===== config.mk =====
export PLATFORM = sky130hd
export DESIGN_NAME = demand_paging_fifo_mmu
export DESIGN_NICKNAME = d
export VERILOG_FILES = /design/src/hw/rtl/dpfm_pkg.sv /design/src/hw/rtl/demand_paging_fifo_mmu.sv
export VERILOG_INCLUDE_DIRS = /design/src /design/src/hw/rtl
export SDC_FILE = /design/constraint.sdc
export NUM_CORES = 1
export LEC_CHECK = 0
export ABC_AREA = 1
export CAP_MARGIN = 20
export CELL_PAD_IN_SITES_DETAIL_PLACEMENT = 1
export CELL_PAD_IN_SITES_GLOBAL_PLACEMENT = 1
export CORE_MARGIN = 2
export CORE_UTILIZATION = 30
export CTS_BUF_LIST = sky130_fd_sc_hd__clkbuf_4
export CTS_CLUSTER_DIAMETER = 100
export DETAILED_ROUTE_END_ITERATION = 8
export DONT_BUFFER_PORTS = 1
export PLACE_DENSITY_LB_ADDON = 0.1
export SYNTH_ARGS = -nofsm -noshare
export SYNTH_HDL_FRONTEND = slang
export SYNTH_SLANG_ARGS = --single-unit

===== constraint.sdc =====
create_clock -name clk_i -period 10.33 [get_ports clk_i]
set_input_delay 0.5165 -clock clk_i [delete_from_list [all_inputs] [get_ports clk_i]]
set_output_delay 0.5165 -clock clk_i [all_outputs]
set_load 0.01 [all_outputs]

===== src/hw/rtl/demand_paging_fifo_mmu_macros.svh =====
// assertion macros for the demand paging mmu
`ifndef DEMAND_PAGING_FIFO_MMU_MACROS_SVH
`define DEMAND_PAGING_FIFO_MMU_MACROS_SVH

// same-cycle implication, sampled on clk_i, off while rst_ni is low
`define DPFM_ASSERT_IMP(lbl, ante, cons, msg) \
  lbl: assert property (@(posedge clk_i) disable iff (!rst_ni) (ante) |-> (cons)) \
    else $error(msg);

// next-cycle implication, sampled on clk_i, off while rst_ni is low
`define DPFM_ASSERT_NXT(lbl, ante, cons, msg) \
  lbl: assert property (@(posedge clk_i) disable iff (!rst_ni) (ante) |=> (cons)) \
    else $error(msg);

`endif


===== src/hw/rtl/dpfm_pkg.sv =====
// types and constants of the demand paging mmu
package dpfm_pkg;

  localparam int unsigned PAGE_BYTES    = 8;
  localparam int unsigned NUM_PAGES     = 16;
  localparam int unsigned NUM_FRAMES    = 8;
  localparam int unsigned MAX_PROCESSES = 2;
  localparam int unsigned SWAP_SLOTS    = 32;

  localparam int unsigned OFF_W   = $clog2(PAGE_BYTES);
  localparam int unsigned PAGE_W  = $clog2(NUM_PAGES);
  localparam int unsigned FRAME_W = $clog2(NUM_FRAMES);
  localparam int unsigned PROC_W  = $clog2(MAX_PROCESSES);
  localparam int unsigned SLOT_W  = $clog2(SWAP_SLOTS);
  localparam int unsigned ADDR_W  = 7;
  localparam int unsigned BYTE_W  = 8;
  localparam int unsigned STAT_W  = 3;
  localparam int unsigned LIM_W   = 5;
  localparam int unsigned PCNT_W  = 2;

  localparam int unsigned PE_IDX_W = PROC_W + PAGE_W;
  localparam int unsigned PE_DEPTH = MAX_PROCESSES * NUM_PAGES;

  // free slot search: groups of eight slots
  localparam int unsigned GRP_SIZE = 8;
  localparam int unsigned GRP_W    = $clog2(GRP_SIZE);
  localparam int unsigned NUM_GRP  = SWAP_SLOTS / GRP_SIZE;
  localparam int unsigned GIDX_W   = SLOT_W - GRP_W;

  localparam int unsigned IN_TDATA_W  = 24;
  localparam int unsigned OUT_TDATA_W = 40;
  localparam int unsigned CFG_IDX_W   = 2;
  localparam int unsigned CFG_DATA_W  = 5;

  localparam logic OP_STORE = 1'b1;

  localparam logic [STAT_W-1:0] STAT_HIT      = 3'd0;
  localparam logic [STAT_W-1:0] STAT_EXE      = 3'd1;
  localparam logic [STAT_W-1:0] STAT_ZERO     = 3'd2;
  localparam logic [STAT_W-1:0] STAT_SWAP     = 3'd3;
  localparam logic [STAT_W-1:0] STAT_TEXT_WR  = 3'd4;
  localparam logic [STAT_W-1:0] STAT_UNSTORED = 3'd5;
  localparam logic [STAT_W-1:0] STAT_BAD_PROC = 3'd6;

  localparam logic [CFG_IDX_W-1:0] CFG_PROCESS_COUNT = 2'd0;
  localparam logic [CFG_IDX_W-1:0] CFG_TEXT_LIMIT    = 2'd1;
  localparam logic [CFG_IDX_W-1:0] CFG_DATA_END      = 2'd2;
  localparam logic [CFG_IDX_W-1:0] CFG_BSS_END       = 2'd3;

  typedef enum logic [1:0] {
    S_IDLE,
    S_LOOKUP,
    S_VICTIM
  } state_e;

  // page table word; valid and in-swap flags live in flops
  typedef struct packed {
    logic [SLOT_W-1:0]  slot;
    logic [FRAME_W-1:0] frame;
  } pe_word_t;

  // frame owner word; the occupied flag lives in flops
  typedef struct packed {
    logic [PROC_W-1:0] owner;
    logic [PAGE_W-1:0] page;
    logic              dirty;
  } fo_word_t;

endpackage


===== src/hw/rtl/demand_paging_fifo_mmu.sv =====
// demand paging mmu with fifo frame replacement and swap slot allocation
// the result is registered from the lookup state, which waits while the output stalls
// a new item is taken only in idle, after the lookup and any victim write of the last item
// that victim write, done when a dirty victim gets a swap slot, is a second access to the page table memory
// reset clears all valid, in-swap, occupied and slot-used flags at once; no clearing pass
// configuration resets to process_count 1 and all page limits 0
module demand_paging_fifo_mmu (
  input  logic                                clk_i,
  input  logic                                rst_ni,
  // input items
  input  logic                                s_axis_tvalid_i,
  output logic                                s_axis_tready_o,
  // operation[0], process[1], address[8:2], store_value[16:9], zeros above
  input  logic [dpfm_pkg::IN_TDATA_W-1:0]     s_axis_tdata_i,
  // result items
  output logic                                m_axis_tvalid_o,
  input  logic                                m_axis_tready_i,
  // status[2:0], frame[5:3], physical_address[11:6], write_data[19:12],
  // victim_valid[20], victim_process[21], victim_page[25:22], victim_to_swap[26],
  // swap_out_slot[31:27], swap_in_valid[32], swap_in_slot[37:33], zeros above
  output logic [dpfm_pkg::OUT_TDATA_W-1:0]    m_axis_tdata_o,
  // configuration writes
  input  logic                                cfg_valid_i,
  output logic                                cfg_ready_o,
  input  logic [dpfm_pkg::CFG_IDX_W-1:0]      cfg_index_i,
  input  logic [dpfm_pkg::CFG_DATA_W-1:0]     cfg_data_i
);

  // ---------------------------------------------------------------------------
  // configuration registers
  // ---------------------------------------------------------------------------
  logic [dpfm_pkg::PCNT_W-1:0] pcount_q;
  logic [dpfm_pkg::LIM_W-1:0]  text_q, data_end_q, bss_end_q;

  assign cfg_ready_o = 1'b1;

  always_ff @(posedge clk_i or negedge rst_ni) begin
    if (!rst_ni) begin
      pcount_q   <= dpfm_pkg::PCNT_W'(1);
      text_q     <= '0;
      data_end_q <= '0;
      bss_end_q  <= '0;
    end else if (cfg_valid_i && cfg_ready_o) begin
      unique case (cfg_index_i)
        dpfm_pkg::CFG_PROCESS_COUNT: pcount_q   <= cfg_data_i[dpfm_pkg::PCNT_W-1:0];
        dpfm_pkg::CFG_TEXT_LIMIT:    text_q     <= cfg_data_i;
        dpfm_pkg::CFG_DATA_END:      data_end_q <= cfg_data_i;
        dpfm_pkg::CFG_BSS_END:       bss_end_q  <= cfg_data_i;
      endcase
    end
  end

  // ---------------------------------------------------------------------------
  // control
  // ---------------------------------------------------------------------------
  dpfm_pkg::state_e state_q, state_d;
  logic in_accept;
  logic lookup_done;
  logic victim_wr;
  logic vic_swap;

  assign in_accept = s_axis_tvalid_i && s_axis_tready_o;

  // next state
  always_comb begin
    state_d = state_q;
    unique case (state_q)
      dpfm_pkg::S_IDLE: begin
        if (in_accept) state_d = dpfm_pkg::S_LOOKUP;
      end
      dpfm_pkg::S_LOOKUP: begin
        if (lookup_done) state_d = vic_swap ? dpfm_pkg::S_VICTIM : dpfm_pkg::S_IDLE;
      end
      dpfm_pkg::S_VICTIM: state_d = dpfm_pkg::S_IDLE;
      default:            state_d = dpfm_pkg::S_IDLE;
    endcase
  end

  // state outputs: lookup finishes once the output register can take the result
  always_comb begin
    s_axis_tready_o = 1'b0;
    lookup_done     = 1'b0;
    victim_wr       = 1'b0;
    unique case (state_q)
      dpfm_pkg::S_IDLE:   s_axis_tready_o = 1'b1;
      dpfm_pkg::S_LOOKUP: lookup_done = !m_axis_tvalid_o || m_axis_tready_i;
      dpfm_pkg::S_VICTIM: victim_wr = 1'b1;
      default:            ;
    endcase
  end

  always_ff @(posedge clk_i or negedge rst_ni) begin
    if (!rst_ni) state_q <= dpfm_pkg::S_IDLE;
    else         state_q <= state_d;
  end

  // ---------------------------------------------------------------------------
  // input item register
  // ---------------------------------------------------------------------------
  logic                          op_q;
  logic [dpfm_pkg::PROC_W-1:0]   proc_q;
  logic [dpfm_pkg::PAGE_W-1:0]   page_q;
  logic [dpfm_pkg::OFF_W-1:0]    off_q;
  logic [dpfm_pkg::BYTE_W-1:0]   val_q;
  logic [dpfm_pkg::PROC_W-1:0]   in_proc;
  logic [dpfm_pkg::ADDR_W-1:0]   in_addr;
  logic [dpfm_pkg::PAGE_W-1:0]   in_page;

  assign in_proc = s_axis_tdata_i[1];
  assign in_addr = s_axis_tdata_i[8:2];
  // page number is the address bits above the offset
  assign in_page = in_addr[dpfm_pkg::OFF_W +: dpfm_pkg::PAGE_W];

  always_ff @(posedge clk_i) begin
    if (in_accept) begin
      op_q   <= s_axis_tdata_i[0];
      proc_q <= in_proc;
      page_q <= in_page;
      off_q  <= in_addr[dpfm_pkg::OFF_W-1:0];
      val_q  <= s_axis_tdata_i[16:9];
    end
  end

  // ---------------------------------------------------------------------------
  // memories: page table words and frame owners, registered read
  // ---------------------------------------------------------------------------
  dpfm_pkg::pe_word_t pe_mem [dpfm_pkg::PE_DEPTH];
  dpfm_pkg::pe_word_t pe_rdata_q;
  dpfm_pkg::pe_word_t pe_wdata;
  logic [dpfm_pkg::PE_IDX_W-1:0] pe_waddr;
  logic                          pe_we;

  dpfm_pkg::fo_word_t fo_mem [dpfm_pkg::NUM_FRAMES];
  dpfm_pkg::fo_word_t fo_rdata_q;
  dpfm_pkg::fo_word_t fo_wdata;
  logic [dpfm_pkg::FRAME_W-1:0] fo_waddr;
  logic                         fo_we;

  logic [dpfm_pkg::FRAME_W-1:0] fifo_ptr_q;

  // both reads are issued on the accepting edge; no write is pending then
  always_ff @(posedge clk_i) begin
    if (pe_we) pe_mem[pe_waddr] <= pe_wdata;
    if (in_accept) pe_rdata_q <= pe_mem[{in_proc, in_page}];
  end

  always_ff @(posedge clk_i) begin
    if (fo_we) fo_mem[fo_waddr] <= fo_wdata;
    if (in_accept) fo_rdata_q <= fo_mem[fifo_ptr_q];
  end

  // per-entry flags in flops so reset takes effect at once
  logic [dpfm_pkg::PE_DEPTH-1:0]   pe_valid_q, pe_valid_d;
  logic [dpfm_pkg::PE_DEPTH-1:0]   pe_swp_q, pe_swp_d;
  logic [dpfm_pkg::NUM_FRAMES-1:0] fo_used_q, fo_used_d;
  logic [dpfm_pkg::SWAP_SLOTS-1:0] swap_used_q, swap_used_d;
  logic [dpfm_pkg::FRAME_W-1:0]    fifo_ptr_d;

  // ---------------------------------------------------------------------------
  // lowest free swap slot, registered; refreshed well before the next lookup
  // ---------------------------------------------------------------------------
  logic                        free_found_q, free_found_d;
  logic [dpfm_pkg::SLOT_W-1:0] free_slot_q, free_slot_d;
  logic [dpfm_pkg::NUM_GRP-1:0] grp_found;
  logic [dpfm_pkg::GRP_W-1:0]   grp_slot [dpfm_pkg::NUM_GRP];

  always_comb begin
    for (int g = 0; g < dpfm_pkg::NUM_GRP; g++) begin
      grp_found[g] = 1'b0;
      grp_slot[g]  = '0;
      for (int k = dpfm_pkg::GRP_SIZE - 1; k >= 0; k--) begin
        if (!swap_used_q[g * dpfm_pkg::GRP_SIZE + k]) begin
          grp_found[g] = 1'b1;
          grp_slot[g]  = dpfm_pkg::GRP_W'(k);
        end
      end
    end
    free_found_d = 1'b0;
    free_slot_d  = '0;
    for (int g = dpfm_pkg::NUM_GRP - 1; g >= 0; g--) begin
      if (grp_found[g]) begin
        free_found_d = 1'b1;
        free_slot_d  = {dpfm_pkg::GIDX_W'(g), grp_slot[g]};
      end
    end
  end

  always_ff @(posedge clk_i or negedge rst_ni) begin
    if (!rst_ni) begin
      free_found_q <= 1'b1;
      free_slot_q  <= '0;
    end else begin
      free_found_q <= free_found_d;
      free_slot_q  <= free_slot_d;
    end
  end

  // ---------------------------------------------------------------------------
  // lookup: classify the access, pick the victim, build the result
  // ---------------------------------------------------------------------------
  logic [dpfm_pkg::PE_IDX_W-1:0] cur_idx, vic_idx;
  logic                          cur_valid, cur_swp, is_store;
  logic                          err, fill, evict, swap_in, hit_store;
  logic [dpfm_pkg::STAT_W-1:0]   status;
  logic [dpfm_pkg::FRAME_W-1:0]  frame;
  logic [dpfm_pkg::LIM_W-1:0]    page_ext;

  assign cur_idx   = {proc_q, page_q};
  assign cur_valid = pe_valid_q[cur_idx];
  assign cur_swp   = pe_swp_q[cur_idx];
  assign is_store  = (op_q == dpfm_pkg::OP_STORE);
  assign page_ext  = dpfm_pkg::LIM_W'(page_q);

  always_comb begin
    err    = 1'b1;
    status = dpfm_pkg::STAT_HIT;
    priority if ({1'b0, proc_q} >= pcount_q) begin
      status = dpfm_pkg::STAT_BAD_PROC;
    end else if (is_store && page_ext < text_q) begin
      status = dpfm_pkg::STAT_TEXT_WR;
    end else if (cur_valid) begin
      err    = 1'b0;
      status = dpfm_pkg::STAT_HIT;
    end else if (cur_swp) begin
      err    = 1'b0;
      status = dpfm_pkg::STAT_SWAP;
    end else if (page_ext < text_q) begin
      err    = 1'b0;
      status = dpfm_pkg::STAT_EXE;
    end else if (!is_store && page_ext >= bss_end_q) begin
      status = dpfm_pkg::STAT_UNSTORED;
    end else if (page_ext >= data_end_q) begin
      err    = 1'b0;
      status = dpfm_pkg::STAT_ZERO;
    end else begin
      err    = 1'b0;
      status = dpfm_pkg::STAT_EXE;
    end
  end

  assign fill      = !err && !cur_valid;
  assign hit_store = !err && cur_valid && is_store;
  assign swap_in   = fill && cur_swp;
  assign evict     = fill && fo_used_q[fifo_ptr_q];
  assign vic_idx   = {fo_rdata_q.owner, fo_rdata_q.page};
  // dirty victim goes to swap only if a slot is free, else it is dropped clean
  assign vic_swap  = evict && fo_rdata_q.dirty && free_found_q;
  assign frame     = cur_valid ? pe_rdata_q.frame : fifo_ptr_q;

  // victim page table write, done in the cycle after the lookup
  logic [dpfm_pkg::PE_IDX_W-1:0] vic_idx_q;
  logic [dpfm_pkg::SLOT_W-1:0]   vic_slot_q;

  always_ff @(posedge clk_i) begin
    if (lookup_done) begin
      vic_idx_q  <= vic_idx;
      vic_slot_q <= free_slot_q;
    end
  end

  always_comb begin
    pe_we    = 1'b0;
    pe_waddr = cur_idx;
    pe_wdata = '{slot: pe_rdata_q.slot, frame: fifo_ptr_q};
    if (victim_wr) begin
      pe_we    = 1'b1;
      pe_waddr = vic_idx_q;
      pe_wdata = '{slot: vic_slot_q, frame: '0};
    end else if (lookup_done && fill) begin
      pe_we = 1'b1;
    end
  end

  // frame owner carries the dirty flag of the resident page; an invalid page is
  // dirty exactly when it sits in swap, so a refill takes in-swap or store
  always_comb begin
    fo_we    = 1'b0;
    fo_waddr = fifo_ptr_q;
    fo_wdata = '{owner: proc_q, page: page_q, dirty: cur_swp || is_store};
    if (lookup_done && fill) begin
      fo_we = 1'b1;
    end else if (lookup_done && hit_store) begin
      fo_we    = 1'b1;
      fo_waddr = pe_rdata_q.frame;
      fo_wdata = '{owner: proc_q, page: page_q, dirty: 1'b1};
    end
  end

  // flag updates; the victim's slot is taken before the incoming slot is freed
  always_comb begin
    pe_valid_d  = pe_valid_q;
    pe_swp_d    = pe_swp_q;
    fo_used_d   = fo_used_q;
    swap_used_d = swap_used_q;
    fifo_ptr_d  = fifo_ptr_q;
    if (lookup_done && fill) begin
      if (evict) begin
        pe_valid_d[vic_idx] = 1'b0;
        pe_swp_d[vic_idx]   = vic_swap;
      end
      if (vic_swap) swap_used_d[free_slot_q] = 1'b1;
      if (swap_in)  swap_used_d[pe_rdata_q.slot] = 1'b0;
      pe_valid_d[cur_idx]   = 1'b1;
      pe_swp_d[cur_idx]     = 1'b0;
      fo_used_d[fifo_ptr_q] = 1'b1;
      fifo_ptr_d            = fifo_ptr_q + dpfm_pkg::FRAME_W'(1);
    end
  end

  always_ff @(posedge clk_i or negedge rst_ni) begin
    if (!rst_ni) begin
      pe_valid_q  <= '0;
      pe_swp_q    <= '0;
      fo_used_q   <= '0;
      swap_used_q <= '0;
      fifo_ptr_q  <= '0;
    end else begin
      pe_valid_q  <= pe_valid_d;
      pe_swp_q    <= pe_swp_d;
      fo_used_q   <= fo_used_d;
      swap_used_q <= swap_used_d;
      fifo_ptr_q  <= fifo_ptr_d;
    end
  end

  // ---------------------------------------------------------------------------
  // output register; error results carry zeros besides the status
  // ---------------------------------------------------------------------------
  logic [dpfm_pkg::OUT_TDATA_W-1:0] out_tdata_q, out_tdata_d;
  logic                             out_valid_q, out_valid_d;

  always_comb begin
    out_tdata_d = '0;
    out_tdata_d[2:0] = status;
    if (!err) begin
      out_tdata_d[5:3]   = frame;
      out_tdata_d[11:6]  = {frame, off_q};
      out_tdata_d[19:12] = is_store ? val_q : '0;
      out_tdata_d[20]    = evict;
      out_tdata_d[21]    = evict ? fo_rdata_q.owner : 1'b0;
      out_tdata_d[25:22] = evict ? fo_rdata_q.page : '0;
      out_tdata_d[26]    = vic_swap;
      out_tdata_d[31:27] = vic_swap ? free_slot_q : '0;
      out_tdata_d[32]    = swap_in;
      out_tdata_d[37:33] = swap_in ? pe_rdata_q.slot : '0;
    end
  end

  assign out_valid_d = lookup_done || (out_valid_q && !m_axis_tready_i);

  always_ff @(posedge clk_i or negedge rst_ni) begin
    if (!rst_ni) out_valid_q <= 1'b0;
    else         out_valid_q <= out_valid_d;
  end

  always_ff @(posedge clk_i) begin
    if (lookup_done) out_tdata_q <= out_tdata_d;
  end

  assign m_axis_tvalid_o = out_valid_q;
  assign m_axis_tdata_o  = out_tdata_q;

  // ---------------------------------------------------------------------------
  // assertions
  // ---------------------------------------------------------------------------
`include "demand_paging_fifo_mmu_macros.svh"

  `DPFM_ASSERT_NXT(a_fifo_step, lookup_done && fill, fifo_ptr_q == $past(fifo_ptr_q) + 3'd1, "fifo pointer did not advance on a fill")
  `DPFM_ASSERT_IMP(a_slot_free, lookup_done && vic_swap, !swap_used_q[free_slot_q], "allocated swap slot already in use")
  `DPFM_ASSERT_IMP(a_victim_other, lookup_done && evict, vic_idx != cur_idx, "victim page equals the page being filled")

endmodule

# Word-level counts from Yosys, hierarchy flattened

Memory sizes are Yosys's and may differ from the RTL's. A register that Yosys moved wholly into a read port is not among the register bits.
Cells that the tools add are included.
Widths: inputs -> output; s select.

Bits in registers: 198
Bits in latches: 0
Memory bits (writable): 304
ROM bits: 0
Word-level logic and storage cells: 234
Memories: 2

Memory list:

| name   | depth | bits a word | read ports | clocked after Yosys merged registers in | wr ports | RTL line                      | source |
|---|---|---|---|---|---|---|---|
| pe_mem | 32    | 8           | 1          | 1                                       | 1        | demand_paging_fifo_mmu.sv:127 | `dpfm_pkg::pe_word_t pe_mem [dpfm_pkg::PE_DEPTH];` |
| fo_mem | 8     | 6           | 1          | 1                                       | 1        | demand_paging_fifo_mmu.sv:133 | `dpfm_pkg::fo_word_t fo_mem [dpfm_pkg::NUM_FRAMES];` |

Add/sub/neg operators: 1
Multipliers: 0
Div/mod/pow operators: 0
$lt $le $gt $ge: 14
Eq/ne operators: 7
Shifts and indexed selects: 0
Muxes and demuxes: 130
Bitwise operators: 13
Reductions and logical operators: 39

Operators by type and width:

| cell               | count |
|---|---|
| $mux 32            | 7 |
| $mux 3             | 39 |
| $and 32x32->32     | 3 |
| $not 32->32        | 3 |
| $or 32x32->32      | 2 |
| $mux 1             | 63 |
| $bwmux 32          | 1 |
| $mux 5             | 5 |
| $lt 5x6->1 const B | 4 |
| $demux 1 s5        | 4 |
| $ge 5x1->1 const B | 4 |
| $logic_and 1x1->1  | 18 |
| $bmux 1 s5         | 2 |
| $ge 4x5->1         | 2 |
| $mux 2             | 5 |
| $reduce_and 2->1   | 5 |
| $reduce_or 2->1    | 5 |
| $mux 8             | 1 |
| $or 8x8->8         | 1 |
| $eq 2x2->1 const B | 3 |
| $logic_not 1->1    | 5 |
| $lt 4x5->1         | 1 |
| $eq 2x1->1 const B | 2 |
| $logic_not 2->1    | 2 |
| other kinds (11)   | 17 |

# Depth between registers and ports, before layout

Depth after elaboration: 17
Depth in mapped cells: 18

# Worst setup path after synthesis

Ideal clock, no wire load.

Kind: register -> register
Start: reg state_q[1]
End: mem fo_mem[0][0] in the netlist's numbering (enable)
Setup time: 350 ps
Arrival time: 3958 ps
Slack: 6023 ps
Cell stages (with the launch flop): 9
Cells stage by stage: dfrtp_1 -> nor2_1 -> inv_1 -> nor2_1 -> a21boi_2 -> nand4_1 -> nand2_1 -> nand3_1 -> nor2_1

Longest elaborated chain between the ends: 7
Elaborated cells on any way between the ends: 10
Classes of those cells: eq/ne (1); mux (7); reduce/logical (2)

RTL lines:

| item                         | RTL line                      | source |
|---|---|---|
| start, declared              | demand_paging_fifo_mmu.sv:56  | `dpfm_pkg::state_e state_q, state_d;` |
| start signal, assigned       | demand_paging_fifo_mmu.sv:93  | `if (!rst_ni) state_q <= dpfm_pkg::S_IDLE;` |
| start signal, assigned       | demand_paging_fifo_mmu.sv:94  | `else state_q <= state_d;` |
| $eq 2x1->1 (*)               | demand_paging_fifo_mmu.sv:84  | `unique case (state_q)` |
| $mux 1 (*)                   | demand_paging_fifo_mmu.sv:84  |  |
| via lookup_done              | demand_paging_fifo_mmu.sv:58  | `logic lookup_done;` |
| $logic_and 1x1->1            | demand_paging_fifo_mmu.sv:282 | `end else if (lookup_done && hit_store) begin` |
| $mux 1                       | demand_paging_fifo_mmu.sv:282 |  |
| $mux 1                       | demand_paging_fifo_mmu.sv:280 | `if (lookup_done && fill) begin` |
| $mux 1                       | demand_paging_fifo_mmu.sv:148 | `if (fo_we) fo_mem[fo_waddr] <= fo_wdata;` |
| $mux 1 (implied by the code) | demand_paging_fifo_mmu.sv:148 |  |
| end, declared                | demand_paging_fifo_mmu.sv:133 |  |

The timed path passes the listed nets; every way through them passes the cells marked *.

# Worst setup path after layout

Start: reg page_q[0] in the netlist's numbering
End: mem pe_mem[7][5] in the netlist's numbering (enable)

Longest elaborated chain between the ends: 15
Elaborated cells on any way between the ends: 23
Classes of those cells: order compare (2); mux (15); reduce/logical (6)

RTL lines:

| item                         | RTL line                      | source |
|---|---|---|
| start, declared              | demand_paging_fifo_mmu.sv:102 | `logic [dpfm_pkg::PAGE_W-1:0] page_q;` |
| start signal, assigned       | demand_paging_fifo_mmu.sv:118 | `page_q <= in_page;` |
| $ge 4x5->1                   | demand_paging_fifo_mmu.sv:230 | `end else if (!is_store && page_ext >= bss_end_q) begin` |
| $logic_and 1x1->1            | demand_paging_fifo_mmu.sv:230 |  |
| $mux 1                       | demand_paging_fifo_mmu.sv:230 |  |
| $mux 1                       | demand_paging_fifo_mmu.sv:227 | `end else if (page_ext < text_q) begin` |
| $mux 1                       | demand_paging_fifo_mmu.sv:224 | `end else if (cur_swp) begin` |
| $mux 1                       | demand_paging_fifo_mmu.sv:221 | `end else if (cur_valid) begin` |
| $mux 1                       | demand_paging_fifo_mmu.sv:219 | `end else if (is_store && page_ext < text_q) begin` |
| $mux 1                       | demand_paging_fifo_mmu.sv:217 | `priority if ({1'b0, proc_q} >= pcount_q) begin` |
| $logic_not 1->1              | --                            |  |
| $logic_and 1x1->1            | demand_paging_fifo_mmu.sv:241 | `assign fill = !err && !cur_valid;` |
| $logic_and 1x1->1            | demand_paging_fifo_mmu.sv:269 | `end else if (lookup_done && fill) begin` |
| $mux 1                       | demand_paging_fifo_mmu.sv:269 |  |
| $mux 1                       | demand_paging_fifo_mmu.sv:265 | `if (victim_wr) begin` |
| $mux 1                       | demand_paging_fifo_mmu.sv:143 | `if (pe_we) pe_mem[pe_waddr] <= pe_wdata;` |
| $mux 1 (implied by the code) | demand_paging_fifo_mmu.sv:143 |  |
| end, declared                | demand_paging_fifo_mmu.sv:127 |  |

Several ways; a longest one is shown, not always the timed one. The select of a mux whose other input is x is not followed.

==> qor.csv <==
stage,metric,value,unit
cells_and_area,final_core_util,35.1,%
die,die_w,276,um
global_routing,met2_usage,31.0,%
synth,synth_top_area_cell,edfxtp_1,
sta,finalHoldViolations,0,
pwr,p_per_area,207,nW/um2
setup_path,regToRegSetupSlack,5200,ps
clocking,cts.repair.resized,0,
detailed_routing,drt_wl_total,70700,um
sta,rsz0062_at_grt,no,
sta,tns,0,ps
pwr,p_leak,9.96,nW
global_routing,grt_pass1_wl,108000,um
global_routing,grt.total_usage,19.1,%
setup_path,cp.required,10920,ps
cells_and_area,final_common_cell,nor2_1,
sta,worst_clock_skew,87.3,ps
clocking,clock_latency,1030,ps
cells_and_area,drive_gt1_share,13.1,%
clocking,cts_tree,built,
clocking,cts_sinks,513,
die,dieHeight,276,um
clocking,ctsLongestPathBuffers,3,
cells_and_area,instances_no_fill,3371,
placement,hpwl,41900,um
synth,ys_types,41,
global_routing,grt_util_met3,4.17,%
sta,max_freq,195,MHz
detailed_routing,dr_total_vias,16463,
sta,finalMaxSlewViolations,0,
sta,fin_crit_sh,49.7,%
synth,synth-seq-area-share,66.5,%
global_routing,busiest_layer,met2,
global_routing,grt_max_degree,134,
sta,layout_min_cycle_time,5130,ps
cells_and_area,fillerInstances,8344,
sta,tightest_slew,1030,ps
global_routing,grt_pass1_vias,17563,
clocking,cts_buffers,151,
setup_path,end_kind,register,
die,ios,79,
global_routing,antenna_found_initial,3,
die,die_area,76100,um2
synth,synthesis.area,22200,um2
clocking,htreeDepth,4,
die,row_count,99,
placement,dp.cells,3053,
synth,synth_area_per_cell,10.3,um2
synth,synth_top_area_share,51.5,%
sta,hold_ws,175,ps
synth,synth_area_leaders,"edfxtp_1 (51%), dfrtp_1 (15%), nor2_1 (7.5%), nand2_1 (7.2%), o21ai_0 (4.8%)",
cells_and_area,most-common-layout-cells,"nor2_1 (439), nand2_1 (428), edfxtp_1 (380)",
clocking,clkSlewWorstSetupHoldPaths,60,ps
min_path,hold_path_class,in2reg,
detailed_routing,drtIter0Drc,872,
die,start_util,30.3,%
global_routing,use_met1,24.7,%
detailed_routing,antenna_left,0,
flow_run,drv_cap,0,
sta,max_slew_margin,30.4,%
synth,synth_ff_type,edfxtp_1,
synth,ys_seq_elements,513,
synth,synthCells,2159,
outcome,status,"finished, violations left",
placement,routabilityCongestion,0.764,
die,core-area,73100,um2
setup_path,cp-startpoint,page_q[0],
setup_path,timing.rr.start,page_q[0],
synth,ys_warn_count,0,
synth,synthArstFlopShare,25.9,%
detailed_routing,vias_per_cell,4.88,
setup_path,cp_max_fo,47,
setup_path,reg2reg_depth,15,
setup_path,endpoint,pe_mem[7][5],
synth,synth-edff-count,380,
outcome,violations,design-rule violations,
pwr,peakVddDrop,81.0,uV
setup_path,arrival,5720,ps
global_routing,grt_overflow,0,
cells_and_area,nNetsFinal,2337,
setup_path,rr_endpoint,pe_mem[7][5],
placement,portBuffers,0,
setup_path,worstSetupPathType,reg2reg,
clocking,clockRootBuffer,clkbuf_4,
detailed_routing,drc_errors,4,
placement,place_area,23200,um2
detailed_routing,firstDrtPassIters,6,
cells_and_area,final_cell_area,25600,um2
setup_path,cp-start-kind,register,
cells_and_area,area_delta_synth_final,15.7,%
sta,setup_viol,0,
detailed_routing,wl_per_cell,21.0,um
## worst min path at each step
stage / startpoint / end / slack (ps) / cells past startpoint
after global placement: rst_ni / data_end_q[1] / 230 / 0
after floorplan: rst_ni / bss_end_q[0] / 220 / 0
after global routing: s_axis_tdata_i[7] / pe_rdata_q[2] / 8 / 3
after detailed placement: rst_ni / data_end_q[1] / 230 / 0
final: s_axis_tdata_i[3] / off_q[1] / 170 / 1
after CTS: s_axis_tdata_i[7] / pe_rdata_q[3] / 10 / 3
## cells by family (layout without fill, tap and decap cells)
logic type	count (synthesis)	after routing	synth area share, %
AOI/OAI and AO/OA	396	396	10.3
xor gates and xnor gates	1	1	0.0395
adders and majority gates	13	13	0.734
buffers and inverters	231	474	4.14
DFF	513	513	66.5
other	2	12	0.0339
and+or+nand+nor	1003	1003	18.2
## synthesized netlist by cell type, types with 3 or more instances
master     count
a21boi_0       3
a21oi_1       64
a31o_2         4
a31oi_1        9
a32oi_1        8
buf_2         20
buf_4          7
clkbuf_1      60
clkinv_1       3
dfrtp_1      131
edfxtp_1     380
ha_1          13
inv_1        133
inv_2          6
nand2_1      428
nand3_1       57
nand3_2        4
nand4_1       20
nor2_1       444
nor2_2         8
nor2_4         5
nor3_1        33
o2111ai_1      5
o21ai_0      213
o21ai_1       15
o21bai_1       4
o221ai_1      42
o22ai_1       22
## repair_timing
action	4_1_cts	5_1_grt
hold buffers	40	0
hold endpoints to repair	208	0
buffers inserted	0	0
## final cells by class
class	instances	area, um2	share of cell area, %
inverters	142	534	2.08
clock buffers	228	1710	6.68
flip-flops and latches	513	14700	57.5
multi-input cells	1416	6550	25.5
clock inverters	40	263	1.02
repair buffers	64	614	2.40
well taps	959	1200	4.68
diodes	9	22.5	0.0879
## worst max-delay path: stages (launching register included)
cell	delay [ps]
edfxtp_1	320
buf_4	480
inv_2	510
nand2_1	160
nand2_1	70
nand2_1	70
nand2_1	60
nand2_1	110
nand2_1	100
nor2_2	250
nand2_2	210
nor2_4	300
nand3_4	470
nand2_2	330
nand2_1	390
nor2_1	830
## routing by layer
metal / wire, um / vias to the layer above
met5: 0 / -
met4: 1990 / 0
met3: 2850 / 134
met2: 33500 / 345
met1: 32400 / 8180
li1: - / 7804
## report_power, final
group | total, mW | internal (mW) | switching (mW)
Clock | 2.01 | 1.06 | 0.943
Combinational | 0.776 | 0.192 | 0.584
Sequential | 2.53 | 2.43 | 0.0937
## stage by stage
step / power (mW) / setup slack, ps
finish: 5.31 / 5200
CTS: 5.42 / 5120
floorplan: 3.01 / 6020
global placement: 3.31 / 5210
detailed placement: 3.33 / 5140
global route: 5.63 / 4870
## sequential cells by signal, indices dropped and copies added (netlist names), 8 cells and up
signal          count
pe_swp_q           32
swap_used_q        32
m_axis_tdata_o     35
fo_used_q           8
fo_mem             48
pe_valid_q         32
pe_mem            256
pe_rdata_q          8
val_q               8
Power figures use the tool's default switching activity.
